$ cat src/rtl/cau_pkg.sv
// cau_pkg: types, constants and opcode names for the complex arithmetic unit
// used by every module of the unit; depends on nothing

package cau_pkg;

  localparam int unsigned FracBits = 16;
  // one restoring step per quotient bit of (num << FracBits) / den
  localparam int unsigned DivSteps = 64 + FracBits;

  localparam int unsigned QDepth = 2;
  localparam int unsigned QPtrW  = $clog2(QDepth);

  localparam logic [31:0] MaxPos = 32'h7FFF_FFFF;
  localparam logic [31:0] MinNeg = 32'h8000_0000;

  typedef enum logic [1:0] {
    OP_ADD = 2'd0,
    OP_SUB = 2'd1,
    OP_MUL = 2'd2,
    OP_DIV = 2'd3
  } cau_op_e;

  typedef struct packed {
    cau_op_e            opcode;
    logic signed [31:0] a_re;
    logic signed [31:0] a_im;
    logic signed [31:0] b_re;
    logic signed [31:0] b_im;
  } cau_in_t;

  typedef struct packed {
    logic signed [31:0] res_re;
    logic signed [31:0] res_im;
    logic               div_zero;
    logic               overflow;
  } cau_out_t;

  // classified item as it sits in the queue
  typedef struct packed {
    cau_op_e            op;
    logic               dz;
    logic signed [31:0] a_re;
    logic signed [31:0] a_im;
    logic signed [31:0] b_re;
    logic signed [31:0] b_im;
  } cau_item_t;

  typedef struct packed {
    logic full;
    logic empty;
  } cau_qstat_t;

endpackage

$ cat src/rtl/cau_front.sv
// cau_front: input register that takes transfers and classifies each item
// depends on cau_pkg; feeds cau_queue

module cau_front import cau_pkg::*; (
  input  logic       clk_i,
  input  logic       rst_ni,
  input  logic       in_valid_i,
  output logic       in_stall_o,
  input  cau_in_t    in_data_i,
  output logic       push_o,
  output cau_item_t  push_data_o,
  input  cau_qstat_t qstat_i
);

  logic      valid_q;
  cau_item_t item_q, item_d;
  logic      accept;

  assign in_stall_o = valid_q && qstat_i.full;
  assign accept     = in_valid_i && !in_stall_o;
  assign push_o     = valid_q && !qstat_i.full;
  assign push_data_o = item_q;

  always_comb begin
    item_d.op   = in_data_i.opcode;
    item_d.a_re = in_data_i.a_re;
    item_d.a_im = in_data_i.a_im;
    item_d.b_re = in_data_i.b_re;
    item_d.b_im = in_data_i.b_im;
    // divide by zero only when both parts of the divisor are zero
    item_d.dz   = (in_data_i.opcode == OP_DIV) && (in_data_i.b_re == '0) &&
                  (in_data_i.b_im == '0);
  end

  always_ff @(posedge clk_i or negedge rst_ni) begin
    if (!rst_ni) begin
      valid_q <= 1'b0;
    end else if (accept) begin
      valid_q <= 1'b1;
    end else if (push_o) begin
      valid_q <= 1'b0;
    end
  end

  always_ff @(posedge clk_i) begin
    if (accept) begin
      item_q <= item_d;
    end
  end

endmodule

$ cat config.mk
export PLATFORM = sky130hd
export DESIGN_NAME = cau_front
export DESIGN_NICKNAME = d
export VERILOG_FILES = /design/src/rtl/cau_pkg.sv /design/src/rtl/cau_front.sv
export SDC_FILE = /design/constraint.sdc
export NUM_CORES = 1
export LEC_CHECK = 0
export BUFFER_PORTS_ARGS = -buffer_cell sky130_fd_sc_hd__buf_2
export CAP_MARGIN = 30
export CORE_AREA = 2 2 105 107
export CTS_CLUSTER_DIAMETER = 50
export DETAILED_ROUTE_END_ITERATION = 6
export DIE_AREA = 0 0 107 109
export PLACE_DENSITY_LB_ADDON = 0.15
export SETUP_SLACK_MARGIN = 0.3
export SLEW_MARGIN = 20
export SYNTH_ARGS = -nofsm -noshare
export SYNTH_HDL_FRONTEND = slang
export SYNTH_SLANG_ARGS = --single-unit
$ cat constraint.sdc
create_clock -name clk_i -period 15.45 [get_ports clk_i]
set_input_delay 2.3175 -clock clk_i [delete_from_list [all_inputs] [get_ports clk_i]]
set_output_delay 2.3175 -clock clk_i [all_outputs]
set_load 0.01 [all_outputs]
* Word-level counts from Yosys, hierarchy flattened
Index checks and enable logic that the tools add are counted. W data, S select, Z words.
Storage, ports and cells: register bits after elaboration 132, bits in read-only memories 0, memories kept 0, latch bits 0, output and inout port bits 133, memory bits (writable) 0
Operators by class: add/sub/neg operators 0, shift operators 0, muxes and demuxes 2, eq/ne operators 1, magnitude comparators 0, multiply operators 0, div/mod/pow operators 0, bitwise gates (word level) 0, reductions and logical operators 10
Operators by type and width (count):
- $logic_not A32 Y1 | 2
- $logic_and A1 B1 Y1 | 5
- $eq A2 B2 Y1 const B | 1
- $logic_not A1 Y1 | 2
- $mux W1 | 2
- $reduce_bool A2 Y1 | 1

* Depth between registers and ports, before layout
depth in word-level cells 4, gate-level depth with buffers 4, mapped depth without buffers 4

* Least setup slack after synthesis
No wires, ideal clock.
path kind in2reg, from input qstat_i[1] (netlist name), to register item_q, in the netlist push_data_o[0], enable pin, path slack 6.505 ns, cell stages on the path 2, arrival 8.307 ns, setup time 0.638 ns, cell sequence and2_1 nor2b_1
On the way: cells in the longest elaborated chain, start to end 3
Ends and longest elaborated chain:
- start, declared | RTL line cau_front.sv:12 | input cau_qstat_t qstat_i
- $logic_and A1 B1 Y1 | RTL line cau_front.sv:19 | assign in_stall_o = valid_q && qstat_i.full;
- $logic_not A1 Y1 | RTL line cau_front.sv:20 | assign accept = in_valid_i && !in_stall_o;
- $logic_and A1 B1 Y1 | RTL line cau_front.sv:20
- named net accept | RTL line cau_front.sv:17 | logic accept;
- end signal, assigned | RTL line cau_front.sv:47 | item_q <= item_d;
- end, declared | RTL line cau_front.sv:16 | cau_item_t item_q, item_d;
The timed path passes the listed nets, and every way through them passes these cells. A chain may end at the register's enable or synchronous reset.

* Worst setup path in the final report
from input qstat_i[1] (netlist name), to output in_stall_o
On the way: cells in the longest elaborated chain, start to end 1
Ends and longest elaborated chain:
- $logic_and A1 B1 Y1 | RTL line cau_front.sv:19
- end, declared | RTL line cau_front.sv:8 | output logic in_stall_o,
No other way between the ends.

==> results.ini <==
[floorplanning]
dieHeight_um=109
initial_utilization=0.390
die_w_um=107
die_area_mm2=0.0117
fp-row-count=38
pin_count=268
floorplan_core_area_mm2=0.0106

[cts]
post_cts.resized_instances=0
htree_num_levels=4
cts_num_sinks=132
clock_tree.buffer_depth=2
cts_root_buffer=sky130_fd_sc_hd__clkbuf_8
worst_skew_pair.late_latency_ps=510
clock_tree_from_tritoncts=done
clk_pin_slew_ps=60
holdBufCountCts=0
post_cts_buffers=0
cts_buffers=17

[final_layout]
multi_input_gate_area_um2=186
finish.instance_area_mm2=0.00627
most-common-layout-cells=sky130_fd_sc_hd__buf_2 (266), sky130_fd_sc_hd__edfxtp_1 (131), sky130_fd_sc_hd__clkbuf_16 (16)
fin_nets=583
final_common_cell=sky130_fd_sc_hd__buf_2
layout.filler_cells=863
register_area_mm2=0.00396
flow.area_growth_from_synthesis_pct=51.6
antenna_cell_count=0
fraction_of_final_layout_cells_with_drive_strength_greater_than_1=0.659

[worst_setup_path]
cp.arrival_ps=2760
critical_path.max_fanout=3
crit_type=in2out
cp-start-kind=primary input
reg2reg_depth=4
endpoint_kind=primary output
worst-endpoint-required_ps=13130

[yosys]
synth_top_cells_by_area=sky130_fd_sc_hd__edfxtp_1 (95%), sky130_fd_sc_hd__nor4_1 (2.3%), sky130_fd_sc_hd__dfrtp_1 (0.60%)
synthCells=161
synthDistinctLibCells=13
synth_top_area_share=0.951
yosys_warnings=0
mapped_nets=296
synth_sequential_area_ratio=0.957
synth_area_per_cell_um2=25.7
syn_std_cell_area_mm2=0.00414
ys_ff_latch=132
synthDominantAreaCellType=sky130_fd_sc_hd__edfxtp_1

[global_route]
grt_max_degree=67
grt_antenna_before_repair=0
total_global_routing_track_utilization=0.165
grt-ovfl-total=0
grt_pass1_wl_um=13700
first_global_vias=2621

[sta]
fin_worst_hold_slack_ps=682
max_freq_mhz=197
setup_slack_ps=10370
worst_slew_margin=0.461
unrepaired_setup_endpoints_after_global_routing=no
hold_violations=0
timing.final.max_slew_violations=0
max_slew.worst_pin.slew_ps=808
final.setup.tns_ps=0
final_min_period_over_clock_period=0.329
setup-violations-final=0
finalWorstPathRequiredPeriod_ps=5080
finalClockSkew_ps=7.30

[min_path]
whs_path_depth=2
min_path_type=reg2reg

[routing]
number_of_routed_nets_with_antenna_violations=0
detail_route.first_pass.iterations=4
detailroute.via_count=2670
drt-total-wl_um=9680
wire_per_inst_um=16.1
post_drt_via_cell_ratio=4.44
detail_route.iter0.violations=77
route.detailed.drc=0

[placement]
buffer_ports.inserted=266
hpwlAfterDp_um=7480
placer_congestion=0.781
placedInstanceArea_mm2=0.00567
dp_slack_ps=10370

[power_and_ir_drop]
powerDensity_mw_per_mm2=139
vdd_drop_max_mv=0.0765
leakage_nw=2.63

[run]
reported_max_cap_violation_count=0

[status]
outcome=finished clean

## worst paths after layout
path | start | to | slack [ps]
max reg2reg | valid_q | push_data_o[129] | 12950
min in group asynchronous | rst_ni | valid_q | 1570
min reg2reg | valid_q | valid_q | 680
max in group asynchronous | rst_ni | valid_q | 13790
min | valid_q | valid_q | 680
max | qstat_i[1] | in_stall_o | 10370
## kinds of logic after synthesis
| kind of cell | synth area share |
|---|---|
| flip-flops | 0.957 |
| AND/OR/NAND/NOR | 0.0432 |
## routing by layer
metal | part of all wire | wire length (um) | global-route usage
met4 | 0.015 | 146 | 0.0816
met5 | 0 | 0 | 0
met2 | 0.50 | 4800 | 0.273
met1 | 0.37 | 3580 | 0.176
met3 | 0.12 | 1160 | 0.0825
## cells in the mapped netlist
library cell,instances
sky130_fd_sc_hd__dfrtp_1,1
sky130_fd_sc_hd__or2_2,1
sky130_fd_sc_hd__nor4_1,15
sky130_fd_sc_hd__nor2b_1,2
sky130_fd_sc_hd__nor4_2,1
sky130_fd_sc_hd__edfxtp_1,131
sky130_fd_sc_hd__nand2_2,1
sky130_fd_sc_hd__or3_1,1
sky130_fd_sc_hd__nand2_1,1
sky130_fd_sc_hd__and2_1,1
sky130_fd_sc_hd__nor2_1,2
sky130_fd_sc_hd__nand4_1,3
sky130_fd_sc_hd__nand3_1,1
## worst max-delay path: stages
cell and delay [ps]:
sky130_fd_sc_hd__buf_2 110, sky130_fd_sc_hd__and2_1 190, sky130_fd_sc_hd__buf_2 150
## flip-flops by register name, summed over array words and instances (netlist names)
| register | flops |
|---|---|
| valid_q | 1 |
| push_data_o | 131 |
## layout make-up
cell class,instances,area share
well taps,140,0.0279
flip-flops and latches,132,0.631
clock inverters,10,0.0194
multi-input cells,29,0.0297
clock buffers,22,0.0770
repair buffers,268,0.215
## through the flow
stage	total power, W	instances	util
2_1_floorplan	0.000453	161	-
3_3_place_gp	0.000488	569	0.534
3_5_place_dp	0.000489	569	0.534
4_1_cts	0.000886	601	0.591
5_1_grt	0.000907	601	0.591
6_report	0.000873	601	0.591
## power by group
group	switching, W	leakage (nW)	internal, W
clock	0.000141	0.286	0.000252
sequential	0.00000399	1.26	0.000418
combinational	0.0000336	1.09	0.0000251
total	0.000179	2.63	0.000695
No activity file was read; power rests on OpenSTA's default activity.
