==> config.mk <==
export PLATFORM = sky130hd
export DESIGN_NAME = cau_queue
export DESIGN_NICKNAME = d
export VERILOG_FILES = /design/src/rtl/cau_pkg.sv /design/src/rtl/cau_queue.sv
export SDC_FILE = /design/constraint.sdc
export NUM_CORES = 1
export LEC_CHECK = 0
export BUFFER_PORTS_ARGS = -buffer_cell sky130_fd_sc_hd__buf_4
export CORE_MARGIN = 1
export CORE_UTILIZATION = 49
export CTS_BUF_LIST = sky130_fd_sc_hd__clkbuf_4
export CTS_CLUSTER_SIZE = 20
export DETAILED_ROUTE_END_ITERATION = 7
export PLACE_DENSITY = 0.78
export SLEW_MARGIN = 20
export SYNTH_ARGS = -nofsm -noshare
export SYNTH_HDL_FRONTEND = slang
export SYNTH_SLANG_ARGS = --single-unit
==> constraint.sdc <==
create_clock -name clk_i -period 7.4 [get_ports clk_i]
set_input_delay 0.37 -clock clk_i [delete_from_list [all_inputs] [get_ports clk_i]]
set_output_delay 0.37 -clock clk_i [all_outputs]
set_load 0.1 [all_outputs]
==> src/rtl/cau_pkg.sv <==
// cau_pkg: types, constants and opcode names for the complex arithmetic unit
// used by every module of the unit; depends on nothing

package cau_pkg;

  localparam int unsigned FracBits = 16;
  // one restoring step per quotient bit of (num << FracBits) / den
  localparam int unsigned DivSteps = 64 + FracBits;

  localparam int unsigned QDepth = 2;
  localparam int unsigned QPtrW  = $clog2(QDepth);

  localparam logic [31:0] MaxPos = 32'h7FFF_FFFF;
  localparam logic [31:0] MinNeg = 32'h8000_0000;

  typedef enum logic [1:0] {
    OP_ADD = 2'd0,
    OP_SUB = 2'd1,
    OP_MUL = 2'd2,
    OP_DIV = 2'd3
  } cau_op_e;

  typedef struct packed {
    cau_op_e            opcode;
    logic signed [31:0] a_re;
    logic signed [31:0] a_im;
    logic signed [31:0] b_re;
    logic signed [31:0] b_im;
  } cau_in_t;

  typedef struct packed {
    logic signed [31:0] res_re;
    logic signed [31:0] res_im;
    logic               div_zero;
    logic               overflow;
  } cau_out_t;

  // classified item as it sits in the queue
  typedef struct packed {
    cau_op_e            op;
    logic               dz;
    logic signed [31:0] a_re;
    logic signed [31:0] a_im;
    logic signed [31:0] b_re;
    logic signed [31:0] b_im;
  } cau_item_t;

  typedef struct packed {
    logic full;
    logic empty;
  } cau_qstat_t;

endpackage

==> src/rtl/cau_queue.sv <==
// cau_queue: short queue between the front and the arithmetic back end
// depends on cau_pkg

module cau_queue import cau_pkg::*; (
  input  logic       clk_i,
  input  logic       rst_ni,
  input  logic       push_i,
  input  cau_item_t  push_data_i,
  input  logic       pop_i,
  output cau_item_t  pop_data_o,
  output cau_qstat_t qstat_o
);

  cau_item_t         mem_q [QDepth];
  logic [QPtrW-1:0]  wr_ptr_q, rd_ptr_q;
  logic [QPtrW:0]    cnt_q;

  assign qstat_o.full  = (cnt_q == (QPtrW+1)'(QDepth));
  assign qstat_o.empty = (cnt_q == '0);
  assign pop_data_o    = mem_q[rd_ptr_q];

  function automatic logic [QPtrW-1:0] ptr_inc(logic [QPtrW-1:0] p);
    if (p == QPtrW'(QDepth - 1)) begin
      return '0;
    end
    return p + 1'b1;
  endfunction

  always_ff @(posedge clk_i or negedge rst_ni) begin
    if (!rst_ni) begin
      wr_ptr_q <= '0;
      rd_ptr_q <= '0;
      cnt_q    <= '0;
    end else begin
      if (push_i) begin
        wr_ptr_q <= ptr_inc(wr_ptr_q);
      end
      if (pop_i) begin
        rd_ptr_q <= ptr_inc(rd_ptr_q);
      end
      if (push_i && !pop_i) begin
        cnt_q <= cnt_q + 1'b1;
      end else if (pop_i && !push_i) begin
        cnt_q <= cnt_q - 1'b1;
      end
    end
  end

  always_ff @(posedge clk_i) begin
    if (push_i) begin
      mem_q[wr_ptr_q] <= push_data_i;
    end
  end

endmodule

---- After elaboration in Yosys (flattened, before gate mapping) ----
Memory sizes are Yosys's and may differ from the RTL's.
Cells that the tools add are included.
Widths: inputs -> output; s select.
storage, ports and cells
  register bits ........................... 4
  bits in latches ......................... 0
  bits in writable memories ............... 262
  memory bits (read-only) ................. 0
  input port bits ......................... 135
  output and inout bits ................... 133
  logic and storage cells ................. 27
  memories ................................ 1
memories
  name   depth  bits a word  rd ports  clocked after memory_dff  write ports  line             RTL
  mem_q  2      131          1         0                         1            cau_queue.sv:14  cau_item_t mem_q [QDepth];
operators by class
  $add $sub $neg .......................... 4
  $mul .................................... 0
  div/mod/pow operators ................... 0
  order comparisons ....................... 0
  equal/unequal tests ..................... 1
  shift operators ......................... 0
  multiplexer cells ....................... 12
  bitwise operators ....................... 0
  reductions and logical operators ........ 6
operators with widths
  operator             number
  $mux 1               10
  $mux 2               2
  $add 1x1->1 const B  2
  $add 2x1->2 const B  1
  $eq 2x2->1 const B   1
  $logic_and 1x1->1    2
  $logic_not 1->1      2
  $logic_not 2->1      1
  $reduce_bool 2->1    1
  $sub 2x1->2 const B  1

---- Logic depth before layout (Yosys ltp) ----
Gate-level depths: netlist of the first run.
  depth after elaboration ................. 4
  gate-level depth with buffers ........... 5
  mapped depth without buffers ............ 5

---- Worst setup path after synthesis of the first run ----
No wires, ideal clock.
  kind .................................... reg2reg
  from .................................... register wr_ptr_q
  to ...................................... memory mem_q[0][0] (netlist name) (enable)
  setup time .............................. 0.639 ns
  arrival time ............................ 6.190 ns
  data required time ...................... 6.761 ns
  path slack .............................. 0.572 ns
  cell stages (with the launch flop) ...... 2
  path buffers ............................ 0
  clock period less this slack ............ 6.828 ns
  cells stage by stage .................... dfrtp_1 -> nor2b_1
RTL lines
  element                 line             RTL
  start, declared         cau_queue.sv:15  logic [QPtrW-1:0] wr_ptr_q, rd_ptr_q;
  start signal, assigned  cau_queue.sv:36  wr_ptr_q <= ptr_inc(wr_ptr_q);
  end, declared           cau_queue.sv:14
No word-level cell before the write port.

==> flow_summary.json, run 1 <==
{
  "status": "complete, no violations",
  "cts_max_level": 3,
  "viasPerCell": 4.85,
  "postRouteWirelength_mm": 22.1,
  "io_buffers": 267,
  "cts_tree": "yes",
  "synth_cell_types": 14,
  "worstSetupPathType": "flip-flop to output port",
  "synth_top_family_by_area": "multiplexers",
  "drc_errors": 0,
  "synth_xor_xnor_area_share_pct": 0.439,
  "hold_ws_ns": 0.0994,
  "synthTopCellsByArea": "edfxtp_1, mux2_4, mux2_2, buf_6, dfrtp_1",
  "postCtsSetupRepairBufs": 0,
  "num_rows": 51,
  "multi_input_area_um2": 1870,
  "cp-end-kind": "output port",
  "final_layout_size_suffix_gt1_share_pct": 55.2,
  "grt_max_degree": 74,
  "gp_congestion": 0.747,
  "slew_headroom_pct": 33.6,
  "yosysSeqAreaShare_pct": 79.9,
  "cp_data_required_time_ns": 7.03,
  "ys_ff_latch": 266,
  "start_util_pct": 50.6,
  "rsz0062_at_grt": "no",
  "yosysWarnings": 0,
  "place_hpwl_mm": 12.3,
  "grt_usage_pct": 21.2,
  "io_pins": 268,
  "arrival_ns": 2.84,
  "drv_slew": 0,
  "max-cap-violations": 0,
  "root_buffer": "clkbuf_4",
  "synth_fa_ha_area_share_pct": 0.125,
  "synth-simple-area-share_pct": 0.264,
  "die_w_um": 145,
  "syn_to_final_growth_pct": 44.8,
  "max_freq_mhz": 311,
  "dr.pass1.iters": 4,
  "clk_latency_ns": 0.63,
  "setup_tns_ns": 0,
  "grt_pass1_wl_mm": 32.8,
  "cts_resized": 0,
  "cts.reportedPaths.clkPinSlew_ns": 0.07,
  "crit_fanout": 50,
  "startpoint_type": "flip-flop",
  "drt_iter0_markers": 289,
  "core_area_um2": 19700,
  "synth_area_um2": 9970,
  "synth_compound_area_share_pct": 0,
  "synth_area_per_cell_um2": 23.5,
  "synthesis.nets": 560,
  "clk_path_buf_depth": 3,
  "cts_buffers": 69,
  "clock_sinks": 266,
  "layout_worst_path_cycle_share_pct": 43.4,
  "regArea_um2": 7970,
  "nFillCells": 1112,
  "period_minus_slack_ns": 3.21,
  "antenna_found_initial": 2,
  "grt_overflow": 0,
  "routedWlPerCell_um": 18.6,
  "die_height_um": 145,
  "nNetsFinal": 1022,
  "synthMuxAreaShare_pct": 17.8,
  "skew_ns": 0.0254,
  "die_area_um2": 20900,
  "synth_top_area_share_pct": 78.9,
  "first_global_vias": 6430,
  "vias": 5782,
  "hp-class": "primary input to asynchronous set/reset pin",
  "yosysTopAreaCell": "edfxtp_1",
  "syn_inst": 424,
  "setup_viol": 0,
  "worst_pin_slew_ns": 0.995,
  "ant_nets": 0,
  "hold_violations": 0
}
==> path summary, 6_finish.rpt <==
| check | from | endpoint | slack, ns | cells after the start |
|---|---|---|---|---|
| worst max register to register | wr_ptr_q | mem_q[1][17] | 4.89 | 2 |
| worst max-delay path | rd_ptr_q | pop_data_o[111] | 4.19 | 3 |
| worst min register to register | cnt_q[1] | cnt_q[1] | 0.53 | 1 |
| max in group asynchronous | rst_ni | rd_ptr_q | 7.19 | 2 |
| worst min-delay path | rst_ni | cnt_q[1] | 0.1 | 2 |
| min in group clk_i | push_data_i[93] | mem_q[0][93] | 0.47 | 2 |
==> synthesized netlist by cell type <==
cell,instances
edfxtp_1,262
mux2_4,80
mux2_2,51
buf_6,9
buf_2,5
dfrtp_1,4
xor2_1,4
nor2_1,2
nor2b_1,2
and2_1,1
buf_8,1
ha_1,1
inv_1,1
xnor2_1,1
==> through the flow <==
step / std cells / utilization (%) / instance area (um2) / setup slack (ns)
finish: 1193 / 73.2 / 14400 / 4.19
global route: 1193 / 73.2 / 14400 / 4.02
CTS: 1191 / 73.2 / 14400 / 4.12
detailed placement: 946 / 62.0 / 12200 / 4.83
global placement: 946 / 62.0 / 12200 / 4.85
floorplan: 424 / - / 9970 / 0.572
==> area by class of cell <==
| type | count | area share, % |
|---|---|---|
| Clock buffer | 100 | 5.20 |
| Multi-Input combinational cell | 142 | 12.9 |
| Inverter | 1 | 0.0260 |
| Antenna cell | 2 | 0.0347 |
| Timing Repair Buffer | 406 | 23.4 |
| Tap cell | 265 | 2.30 |
| Clock inverter | 11 | 0.849 |
| Sequential cell | 266 | 55.2 |
==> critical path: stages (launching register included) <==
cell and delay [ns]:
dfrtp_4 0.72, buf_4 0.80, mux2_2 0.43, buf_4 0.24
==> what timing repair did <==
action                                  4_1_cts  5_1_grt
hold buffers                                134        0
endpoints found under the setup margin        0        0
endpoints found under the hold margin       268        0
==> placed cells by master (no fill, tap or decap) <==
cell type	count
xor2_1	4
and2_4	1
dfrtp_1	3
dlygate4sd3_1	134
mux2_2	51
nor2b_4	1
edfxtp_1	262
buf_4	272
xnor2_1	1
mux2_4	80
clkinv_2	2
dfrtp_4	1
bufinv_16	3
inv_1	1
ha_1	1
clkinv_1	6
diode_2	2
nor2b_1	1
clkbuf_4	100
nor2_1	2
==> routing by layer <==
metal	global-route usage [%]	wire, um
met4	8.03	442
met5	0	0
met3	7.70	1740
met2	37.3	11500
met1	23.4	8490
==> state kept, by name, indices dropped and copies added, names as in the netlist <==
| name | cells |
|---|---|
| wr_ptr_q | 1 |
| rd_ptr_q | 1 |
| cnt_q | 2 |
| mem_q | 262 |
==> cell families after synthesis <==
kind of cell / count (synthesis)
DFF: 266
adders and majority gates: 1
buffers and inverters: 16
and+or+nand+nor: 5
xor gates and xnor gates: 5
muxes: 131
Power of run 1 is not shown: default switching activity piles up to over one toggle a cycle in this logic, so the estimate is an artifact.
==> run 2, diff against run 1 <==
Clock period 7.4 ns to 2.7 ns, I/O delays scaled along.
==> run 2 against run 1 <==
Via count down 0.64%. Clock skew grew 0.010 ns. Sequential cell count stayed put. First-iteration DRC count is 29% lower. Die area unchanged. Wire length decreased by 2.9%. Non-clock buffer count up 5.
==> flow_summary.json, run 2 (synthesized netlist as in run 1, its figures left out) <==
{
  "viasPerCell": 4.79,
  "setup_viol": 0,
  "final_layout_size_suffix_gt1_share_pct": 55.2,
  "nNetsFinal": 1027,
  "largest_register_ffs": 262,
  "start_util_pct": 50.6,
  "arrival_ns": 2.20,
  "grt_usage_pct": 20.5,
  "crit_fanout": 74,
  "grt_overflow": 0,
  "rsz0062_at_grt": "no",
  "max_freq_mhz": 427,
  "io_pins": 268,
  "syn_to_final_growth_pct": 45.4,
  "endpoint": "pop_data_o[111]",
  "cts.reportedPaths.clkPinSlew_ns": 0.06,
  "die_area_um2": 20900,
  "hp-class": "primary input to flip-flop",
  "startpoint": "rd_ptr_q",
  "hold_ws_ns": 0.224,
  "cts_tree": "yes",
  "grt_pass1_wl_mm": 31.9,
  "cp_data_required_time_ns": 2.57,
  "root_buffer": "clkbuf_4",
  "die_height_um": 145,
  "worst_pin_slew_ns": 0.581,
  "layout_worst_path_cycle_share_pct": 86.6,
  "routedWlPerCell_um": 17.9,
  "largest-register": "mem_q",
  "postCtsSetupRepairBufs": 0,
  "io_buffers": 267,
  "nFillCells": 1141,
  "skew_ns": 0.0353,
  "cts_max_level": 3,
  "cpPeakStageDelay_ns": 0.44,
  "place_hpwl_mm": 12.3,
  "first_global_vias": 6428,
  "reg2reg_slack_ns": 1.04,
  "cts_resized": 0,
  "postRouteWirelength_mm": 21.5,
  "clk_latency_ns": 0.63,
  "grt_max_degree": 75,
  "clock_sinks": 266,
  "startpoint_type": "flip-flop",
  "path_delay_family": "buffers and inverters",
  "critPathSlowestCell": "dfrtp_4",
  "crit_chain": "buf_12 > mux2_2 > buf_4",
  "slew_headroom_pct": 61.2,
  "r2r-start": "wr_ptr_q",
  "wirelength_met1_mm": 7.90,
  "highest_layer": "met4",
  "cts_buffers": 69,
  "rr_endpoint": "mem_q[1][64]",
  "met2_length_mm": 11.4,
  "setup_tns_ns": 0,
  "max-cap-violations": 0,
  "cp_num_cells": 3,
  "crit_buf_inv": 2,
  "drt_iter0_markers": 205,
  "cp-end-kind": "output port",
  "vias": 5745,
  "status": "complete, no violations",
  "dr.pass1.iters": 4,
  "post-route-util_pct": 73.5,
  "most-common-layout-cells": "buf_4, edfxtp_1, dlygate4sd3_1",
  "core_area_um2": 19700,
  "rr_worst_depth": 2,
  "holdCritStartpoint": "push_data_i[12]",
  "antenna_found_initial": 0,
  "clk_path_buf_depth": 3,
  "worstSetupPathType": "flip-flop to output port",
  "die_w_um": 145,
  "period_minus_slack_ns": 2.34,
  "layout_commonest_cell": "buf_4",
  "gp_congestion": 0.727,
  "drc_errors": 0,
  "reg_top3": "mem_q (262), cnt_q (2)",
  "ant_nets": 0,
  "drv_slew": 0,
  "routed-wl-met3_mm": 1.74,
  "num_rows": 51,
  "hold_violations": 0
}
-- run 2: cell types whose count changed in the layout (fill, tap and decap cells not counted) --
cell	previous run	this run
clkbuf_4	100	101
buf_4	272	271
buf_12	0	5
inv_2	0	3
clkinv_2	2	1
clkinv_1	6	8
dlygate4sd3_1	134	135
diode_2	2	1
bufinv_16	3	1
-- run 2: how the worst min path moves through the flow --
stage	end	depth (start not counted)	slack [ns]
after floorplan	cnt_q[0]	0	-0.16
after global placement	cnt_q[1]	1	-0.07
after detailed placement	cnt_q[1]	1	-0.06
after CTS	mem_q[1][36]	2	0.14
after global routing	mem_q[0][51]	2	0.18
final	mem_q[1][12]	2	0.22
-- run 2: timing repair --
action | 4_1_cts | 5_1_grt
endpoints found under the setup margin | 0 | 0
hold buffers | 135 | 0
endpoints found under the hold margin | 270 | 0
-- run 2: final cells by class --
type | count | area, um2 | area share [%]
antenna | 1 | 2.50 | 0.0173
clock buffer | 101 | 758 | 5.23
clock inverter | 13 | 76.3 | 0.526
inverter | 1 | 3.75 | 0.0259
multi-input combinational | 142 | 1870 | 12.9
sequential | 266 | 7970 | 55.0
tap | 265 | 332 | 2.29
timing repair buffer | 411 | 3490 | 24.0
-- run 2: per-stage QoR --
stage                     std cells  setup WS (ns)  cell area, um2
after global routing           1199          0.275           14500
after global placement          950           1.05           12300
after detailed placement        950           1.03           12300
final                          1200          0.361           14500
after floorplan                 424        -0.0905            9980
after CTS                      1199          0.291           14500
-- run 2: metal layers --
layer / GRT usage (%) / vias to the layer above
met5: 0 / -
met4: 9.97 / 0
met3: 7.21 / 41
met2: 36.7 / 249
met1: 21.3 / 2797
li1: - / 2658
Power of run 2 is left out for the same reason.
==> run 3, diff against run 2 <==
Settings changed: ABC_AREA set to 1.
==> run 3 against run 2 <==
Via count up 1.6%. Non-clock buffer count down 1. Area after synthesis up 0.20%. Synthesized cell count up 2.1%. Setup slack worse by 0.20 ns. Critical path type unchanged.
==> flow_summary.json, run 3 <==
{
  "syn_to_final_growth_pct": 45.7,
  "synthTopCellsByArea": "edfxtp_1, mux2_4, mux2_2, buf_6, dfrtp_1",
  "die_height_um": 145,
  "cpPeakStageDelay_ns": 0.79,
  "crit_buf_inv": 2,
  "drv_slew": 0,
  "status": "complete, no violations",
  "root_buffer": "clkbuf_4",
  "dr.pass1.iters": 4,
  "cp_data_required_time_ns": 2.57,
  "synth_area_per_cell_um2": 23.1,
  "start_util_pct": 50.7,
  "critPathSlowestCell": "dfrtp_4",
  "ant_nets": 0,
  "drt_iter0_markers": 293,
  "ys_top_cells_by_count": "edfxtp_1, mux2_4, mux2_2, buf_6, inv_1",
  "hp-class": "primary input to flip-flop",
  "clk_path_buf_depth": 3,
  "reg_top3": "mem_q (262), cnt_q (2)",
  "clock_sinks": 266,
  "startpoint_type": "flip-flop",
  "hold_violations": 0,
  "antenna_found_initial": 0,
  "rsz0062_at_grt": "no",
  "io_buffers": 267,
  "postRouteWirelength_mm": 21.8,
  "grt_overflow": 0,
  "yosysTopAreaCell": "edfxtp_1",
  "crit_chain": "buf_12 > mux2_2 > buf_4",
  "die_area_um2": 21000,
  "cts_tree": "yes",
  "cp-end-kind": "output port",
  "grt_usage_pct": 20.6,
  "routedWlPerCell_um": 18.0,
  "worst_pin_slew_ns": 0.689,
  "worstSetupPathType": "flip-flop to output port",
  "period_minus_slack_ns": 2.54,
  "place_hpwl_mm": 12.9,
  "synth_ff_type": "edfxtp_1",
  "clk_latency_ns": 0.62,
  "synth_top_area_share_pct": 78.7,
  "syn_inst": 433,
  "grt_pass1_wl_mm": 31.8,
  "arrival_ns": 2.40,
  "largest-register": "mem_q",
  "grt_max_degree": 81,
  "yosysWarnings": 0,
  "ys_ff_latch": 266,
  "rr_worst_depth": 2,
  "die_w_um": 145,
  "slew_headroom_pct": 54.0,
  "async_flop_share_pct": 1.50,
  "cts.reportedPaths.clkPinSlew_ns": 0.07,
  "gp_congestion": 0.737,
  "synthesis.nets": 569,
  "yosysSeqAreaShare_pct": 79.7,
  "max_freq_mhz": 394,
  "largest_register_ffs": 262,
  "cts_buffers": 67,
  "crit_fanout": 37,
  "max-cap-violations": 0,
  "hold_path_depth": 2,
  "layout_worst_path_cycle_share_pct": 93.9,
  "cp_num_cells": 3,
  "path_delay_family": "flip-flops",
  "most-common-layout-cells": "buf_4, edfxtp_1, dlygate4sd3_1",
  "synthMostInstantiatedCell": "edfxtp_1",
  "diodes": 0,
  "cts_max_level": 3,
  "first_global_vias": 6269,
  "synth_area_um2": 9990,
  "layout_commonest_cell": "buf_4",
  "core_area_um2": 19700,
  "num_rows": 51,
  "dpl_worst_slack_ns": 0.776,
  "timing.final.ws_setup_ns": 0.164,
  "nNetsFinal": 1033,
  "drc_errors": 0,
  "io_pins": 268,
  "setup_viol": 0,
  "synth_cell_types": 15,
  "final_layout_size_suffix_gt1_share_pct": 54.3,
  "skew_ns": 0.0380,
  "reg2reg_slack_ns": 1.11,
  "viasPerCell": 4.82,
  "synth_enable_flop_cells": 262,
  "vias": 5837
}
## run 3: worst register-to-register path, cell delays in order, from the launching register on
cell     delay, ns
dfrtp_1       0.44
nor2_4        0.14
buf_4         0.56
## run 3: kinds of logic (layout without fill, tap and decap cells)
group / count (synthesis) / in the layout / share of synthesized area, %
DFF: 266 / 266 / 79.7
buffers and inverters: 22 / 534 / 1.68
xor gates and xnor gates: 3 / 3 / 0.263
adders and majority gates: 1 / 1 / 0.125
muxes: 131 / 131 / 17.8
and+or+nand+nor: 10 / 10 / 0.413
## run 3: what timing repair did
item	CTS	global route
endpoints found under the setup margin	0	0
hold endpoints to repair	270	0
hold buffers	135	0
gates resized for setup	0	0
setup buffers	0	0
## run 3: final cells by class
cell class,count,area [um2]
multi-input cells,145,1870
repair buffers,410,3480
clock buffers,97,728
flip-flops and latches,266,7970
clock inverters,20,155
inverters,7,30.0
fillers,1124,5160
well taps,265,332
## run 3: per-stage QoR
stage          hold WS, ns  setup TNS, ns  instances  cell area [um2]  utilization [%]
2_1_floorplan       -0.161         -26.91        433            10000                -
3_3_place_gp       -0.0683              0        958            12300             62.5
3_5_place_dp       -0.0647              0        958            12300             62.5
4_1_cts              0.164              0       1210            14600             73.8
5_1_grt              0.165              0       1210            14600             73.8
6_report             0.237              0       1210            14600             73.8
## run 3: per-layer routing
metal  routed length [um]  GRT usage, %  part of all wire, %  vias to the layer above
li1                     -             -                    -                     2687
met3                 1770          7.40                  8.1                       42
met2                11300          36.0                   52                      274
met4                  509          8.48                  2.3                        0
met1                 8150          22.7                   37                     2834
met5                    0         0.251                    0                        -
## run 3: final timing paths
check,from,end
max reg2reg,wr_ptr_q,mem_q[0][25]
min,push_data_i[68],mem_q[1][68]
max,rd_ptr_q,pop_data_o[126]
min reg2reg,cnt_q[1],cnt_q[1]
min in group asynchronous,rst_ni,wr_ptr_q
max in group asynchronous,rst_ni,rd_ptr_q
Power of run 3 is left out for the same reason.
